`config.mk`:
```
export PLATFORM = sky130hd
export DESIGN_NAME = gbts_ctrl
export DESIGN_NICKNAME = d
export VERILOG_FILES = /design/src/rtl/gbts_pkg.sv /design/src/rtl/gbts_ctrl.sv
export SDC_FILE = /design/constraint.sdc
export NUM_CORES = 1
export LEC_CHECK = 0
export ABC_AREA = 1
export CORE_AREA = 2 2 39 41
export DETAILED_ROUTE_END_ITERATION = 8
export DIE_AREA = 0 0 41 43
export DONT_BUFFER_PORTS = 1
export MAX_ROUTING_LAYER = met4
export PLACE_DENSITY = 0.32
export SETUP_SLACK_MARGIN = 0.4
export SYNTH_ARGS = -nofsm -noshare
export SYNTH_HDL_FRONTEND = slang
export SYNTH_SLANG_ARGS = --single-unit
```
`constraint.sdc`:
```
create_clock -name i_clk -period 2.66 [get_ports i_clk]
set_input_delay 0.266 -clock i_clk [delete_from_list [all_inputs] [get_ports i_clk]]
set_output_delay 0.266 -clock i_clk [all_outputs]
set_load 0.05 [all_outputs]
```
`src/rtl/gbts_pkg.sv`:
```
`timescale 1ns / 1ps

package gbts_pkg;

    localparam int CAPACITY = 4096;
    localparam int ADDR_W   = $clog2(CAPACITY);
    localparam int PTR_W    = ADDR_W + 1;

    localparam logic [2:0] OP_INSERT = 3'd0;
    localparam logic [2:0] OP_ERASE  = 3'd1;
    localparam logic [2:0] OP_READ   = 3'd2;
    localparam logic [2:0] OP_APPEND = 3'd3;
    localparam logic [2:0] OP_CLEAR  = 3'd4;

    localparam logic [1:0] ST_OK    = 2'd0;
    localparam logic [1:0] ST_FULL  = 2'd1;
    localparam logic [1:0] ST_RANGE = 2'd2;

    typedef struct packed {
        logic [2:0]  op;
        logic [12:0] pos;
        logic [7:0]  ch;
        logic [12:0] count;
    } t_req;

    typedef struct packed {
        logic [7:0]  byte_out;
        logic [12:0] text_length;
        logic [1:0]  status;
    } t_res;

    typedef struct packed {
        logic load;
        logic eval;
        logic shift_rd;
        logic shift_wr;
        logic apply;
    } t_cmd;

    typedef struct packed {
        logic move_req;
        logic at_target;
    } t_stat;

endpackage

```
`src/rtl/gbts_ctrl.sv`:
```
`timescale 1ns / 1ps

module gbts_ctrl (
    input  logic          i_clk,
    input  logic          i_rst_n,
    input  logic          start,
    output logic          busy,
    output logic          o_strobe,
    input  gbts_pkg::t_stat i_stat,
    output gbts_pkg::t_cmd  o_cmd
);

    localparam logic [2:0] S_IDLE  = 3'd0;
    localparam logic [2:0] S_EVAL  = 3'd1;
    localparam logic [2:0] S_SEEK  = 3'd2;
    localparam logic [2:0] S_RD    = 3'd3;
    localparam logic [2:0] S_WR    = 3'd4;
    localparam logic [2:0] S_APPLY = 3'd5;
    localparam logic [2:0] S_DONE  = 3'd6;

    logic [2:0] r_state;
    logic [2:0] n_state;

    always_comb begin
        n_state = r_state;
        case (r_state)
            S_IDLE: begin
                if (start) begin
                    n_state = S_EVAL;
                end
            end
            S_EVAL: begin
                n_state = i_stat.move_req ? S_SEEK : S_APPLY;
            end
            S_SEEK: begin
                n_state = i_stat.at_target ? S_APPLY : S_RD;
            end
            S_RD:    n_state = S_WR;
            S_WR:    n_state = S_SEEK;
            S_APPLY: n_state = S_DONE;
            S_DONE:  n_state = S_IDLE;
            default: n_state = S_IDLE;
        endcase
    end

    always_ff @(posedge i_clk) begin
        if (!i_rst_n) begin
            r_state <= S_IDLE;
        end else begin
            r_state <= n_state;
        end
    end

    assign busy            = (r_state != S_IDLE);
    assign o_strobe        = (r_state == S_DONE);
    assign o_cmd.load      = (r_state == S_IDLE) && start;
    assign o_cmd.eval      = (r_state == S_EVAL);
    assign o_cmd.shift_rd  = (r_state == S_RD);
    assign o_cmd.shift_wr  = (r_state == S_WR);
    assign o_cmd.apply     = (r_state == S_APPLY);

    a_one_result: assert property (@(posedge i_clk) disable iff (!i_rst_n)
        o_strobe |=> !o_strobe && !busy)
        else $error("result strobe not followed by idle");

    a_accept_busy: assert property (@(posedge i_clk) disable iff (!i_rst_n)
        (start && !busy) |=> busy ##1 busy)
        else $error("accepted word did not keep the block busy");

    a_write_after_read: assert property (@(posedge i_clk) disable iff (!i_rst_n)
        o_cmd.shift_wr |-> $past(o_cmd.shift_rd))
        else $error("gap shift write without its read");

endmodule

```
# ---- Yosys cells after proc, flatten, opt, wreduce, memory -nomap -nowiden
# Cells that the tools add are included.
dict set report op_classes {
  n_eq_ne 7
  n_mux 4
  reduce_logical 3
}
# cell n
set ops {}
lappend ops {{one-hot mux 3 bit (6 select lines)} 1}
lappend ops {{equality test 3 bit (second input constant)} 3}
lappend ops {{two-way mux 3 bit} 3}
lappend ops {{equality test 3 x 2 -> 1 bit (second input constant)} 2}
lappend ops {{equality test 3 x 1 -> 1 bit (second input constant)} 1}
lappend ops {{logical NOT 3 bit} 1}
lappend ops {{nonzero test 3 bit} 1}
lappend ops {{!= test 2 bit (second input constant)} 1}
lappend ops {{logical AND 1 bit} 1}
dict set report totals {
  ff_bits 3
  input_bits 5
  out_inout_bits 7
  word_cells 15
}

# ---- Longest topological paths before layout
dict set report logic_depth {
  ltp_word 2
  mapped_depth 6
  depth_no_buf 6
}

# ---- Worst setup path after synthesis
# OpenSTA, ideal clock, no wires.
dict set report synth_timing {
  kind {reg-to-output}
  start {reg r_state[2]}
  end {out o_strobe}
  arrival_ps 1618
  required_ps 2394
  slack_ps 776
  stages_incl_launch_ff 3
  n_path_buf 0
  cell_sequence {dfxtp_1 inv_1 nor3_1}
}
dict set report synth_via {
  elab_chain_len 1
}
# item line
set synth_rtl {}
lappend synth_rtl {{from (decl)} gbts_ctrl.sv:21} ;# logic [2:0] r_state;
lappend synth_rtl {{from (signal assigned)} gbts_ctrl.sv:50} ;# r_state <= n_state;
lappend synth_rtl {{equality test 3 bit} gbts_ctrl.sv:55} ;# assign o_strobe = (r_state == S_DONE);
lappend synth_rtl {{to (decl)} gbts_ctrl.sv:8} ;# output logic o_strobe,
# Every way passes these cells.

==> metrics.cfg <==
[logic_synthesis]
synth_mux_area_frac=0
synth-edff-count=0
synth_nets=43
yosys.area.top_type=dfxtp_1
netlist_area_um2=221
synthSimpleGateAreaFrac=0.458
yosys.area.top_type_share=0.271
synth_top_family_by_area=simple AND/OR/NAND/NOR gates
synth_common_cells=9 x inv_1, 6 x nand2_1, 6 x nor2_1
synthTopCellsByArea=dfxtp_1 27%, inv_1 15%, nand3_1 11%
syn_avg_cell_area_um2=5.83
netlist_instances=38
yosysUniqueCellTypes=12
synthAdderAreaFrac=0
synth-main-ff-cell=dfxtp_1
yosysMostFrequentCell=inv_1
async_reset_ff_frac=0
synth.yosys.seq_area_share=0.271
synth-compound-area-share=0.0847
synth-xor-area-share=0
ys_warn_count=0
ys_seq_elements=3

[sta]
finalSetupViolCount=0
finClkSkew_ns=0.000756
worstMarginPinSlew_ns=0.890
setup_tns_ns=0
hold_viol_final=0
slew_headroom=0.404
fin_hold_ws_ns=0.139
max_freq_mhz=555
period_share=0.678
rsz0062_at_grt=no
min_period_ns=1.80
slew_violations=0

[cts]
clkTransAtPathRegs_ns=0.03
cts_max_level=1
clock_latency_ns=0.23
cts.sinks=3
hold_buffers=0
root_buffer=clkbuf_4
cts_tree=built
cts.path.max_buffers=2
cts_resized=0
numCtsBuffers=3
cts_setup_buffers=0

[finish]
num-nets-final=51
diodes=0
area_delta_synth_final_pct=31.1
fillers=175
design_area_um2=290
final_cell_count_no_fill=61
drive_above_1_share=0.244
reg_top3=r_state (3)
largest_reg_flops=3
largest-register=r_state

[grt]
gr-total-overflow=0
antenna_found_initial=0
track_usage=0.0668
grt_max_degree=8
grt_pass1_vias=198
grt_pass1_wl_um=752

[critical_path]
r2r_slack_ns=1.52
worstRegToRegCells=5
critPathArrivalTime_ns=1.54
worst_ep_required_time_ns=2.39
end_kind=primary output
slowest_stage=nor2_1
worstReg2RegEnd=r_state[0]$_SDFFE_PN0P_
start_kind=flip-flop
crit_path_cell_trace=inv_1 -> nand2_1 -> nor2_1
max_stage_delay_ns=0.69
r2r_start=r_state[1]$_SDFFE_PN0P_
crit_type=flip-flop to primary output
crit_path_max_fanout=7

[placement]
place_congestion=0.604
dpl_cell_area_um2=264
io_buffer_count=0
post-dp-hpwl_um=422
dp_cells=57

[die]
dieArea_um2=1760
rows=14
die_w_um=41
die_h_um=43
pin_count=12
core_region_area_um2=1380
start_util=0.160

[worst_hold_path]
hp-class=input port to flip-flop
min_from=i_rst_n
min_path_cells=2
hold_end=r_state[2]$_SDFFE_PN0P_

[route]
viasPerCell=3.80
ant_nets=0
wl_per_cell_um=8.23
drt_pass1_iterations=2
dr.first_iter.drc_count=3
via_count=232
drc=0
routed_wl_um=502

[power]
p_leak_nw=0.168
switching_share=0.487
power_density_nw_per_um2=900
seqPwrFrac=0.258
p_clk_frac=0.296
ir_worst_vdd_v=0.000254
comb_power_share=0.446
p_total_mw=0.261
p_sw_mw=0.127
intPower_mw=0.134

[run]
cap_violations=0

[status]
status=completed

kinds of logic (layout without fill, tap and decap cells):
family	count (synthesis)	in the layout
simple gates	21	21
buf+inv	11	18
compound gates	3	3
flops	3	3
stage by stage:
step / util / worst slack [ns]
after floorplan: - / 0.776
after global placement: 0.191 / 1.07
after detailed placement: 0.191 / 1.10
after CTS: 0.210 / 0.847
after global routing: 0.210 / 0.749
final: 0.210 / 0.857
critical path: cells and delay by family, from the launching register on:
family                 cells  cell delay, ns
buffers and inverters      1            0.19
DFF                        1            0.33
and+or+nand+nor            2            0.79
worst max-delay path by stage:
stage / start / to / slack, ns / cells past startpoint
2_1_floorplan: r_state[2]$_SDFFE_PN0P_ / o_strobe / 0.78 / 2
6_report: r_state[1]$_SDFFE_PN0P_ / o_cmd[1] / 0.86 / 3
3_5_place_dp: r_state[1]$_SDFFE_PN0P_ / o_cmd[1] / 1.10 / 3
5_1_grt: r_state[1]$_SDFFE_PN0P_ / o_cmd[4] / 0.75 / 4
4_1_cts: r_state[1]$_SDFFE_PN0P_ / o_cmd[1] / 0.85 / 3
3_3_place_gp: r_state[2]$_SDFFE_PN0P_ / o_cmd[4] / 1.07 / 4
power by group through the flow:
| stage | clock network (mW) | registers (mW) | logic [mW] |
|---|---|---|---|
| 3_5_place_dp | 0 | 0.0683 | 0.117 |
| 4_1_cts | 0.0818 | 0.0677 | 0.118 |
| 5_1_grt | 0.0835 | 0.0688 | 0.127 |
| 2_1_floorplan | 0 | 0.0652 | 0.103 |
| 3_3_place_gp | 0 | 0.0689 | 0.120 |
| 6_report | 0.0772 | 0.0675 | 0.116 |
layout make-up:
| class | count | area, um^2 | share of cell area |
|---|---|---|---|
| multi-input combinational | 24 | 120 | 0.414 |
| clock buffer | 4 | 26.3 | 0.0905 |
| timing repair buffer | 3 | 22.5 | 0.0776 |
| sequential | 3 | 60.1 | 0.207 |
| inverter | 11 | 41.3 | 0.142 |
| tap | 16 | 20.0 | 0.0690 |
metal layers:
layer,part of all wire,track usage,up-vias,wire length (um)
met4,0,0.0600,0,0
met2,0.45,0.0813,6,226
li1,-,-,129,-
met3,0.088,0.0209,0,44
met1,0.46,0.0833,97,231
met5,0,-,-,0
layout by cell type (no fill, tap or decap):
| cell type | n |
|---|---|
| a21oi_1 | 1 |
| a21oi_2 | 1 |
| buf_4 | 3 |
| clkbuf_1 | 1 |
| clkbuf_4 | 3 |
| dfxtp_1 | 3 |
| inv_1 | 9 |
| inv_2 | 2 |
| nand2_1 | 6 |
| nand3_1 | 5 |
| nand3_2 | 1 |
| nor2_1 | 6 |
| nor2_4 | 1 |
| nor3_1 | 2 |
| o21ai_1 | 1 |
No activity file was read; power rests on OpenSTA's default activity.
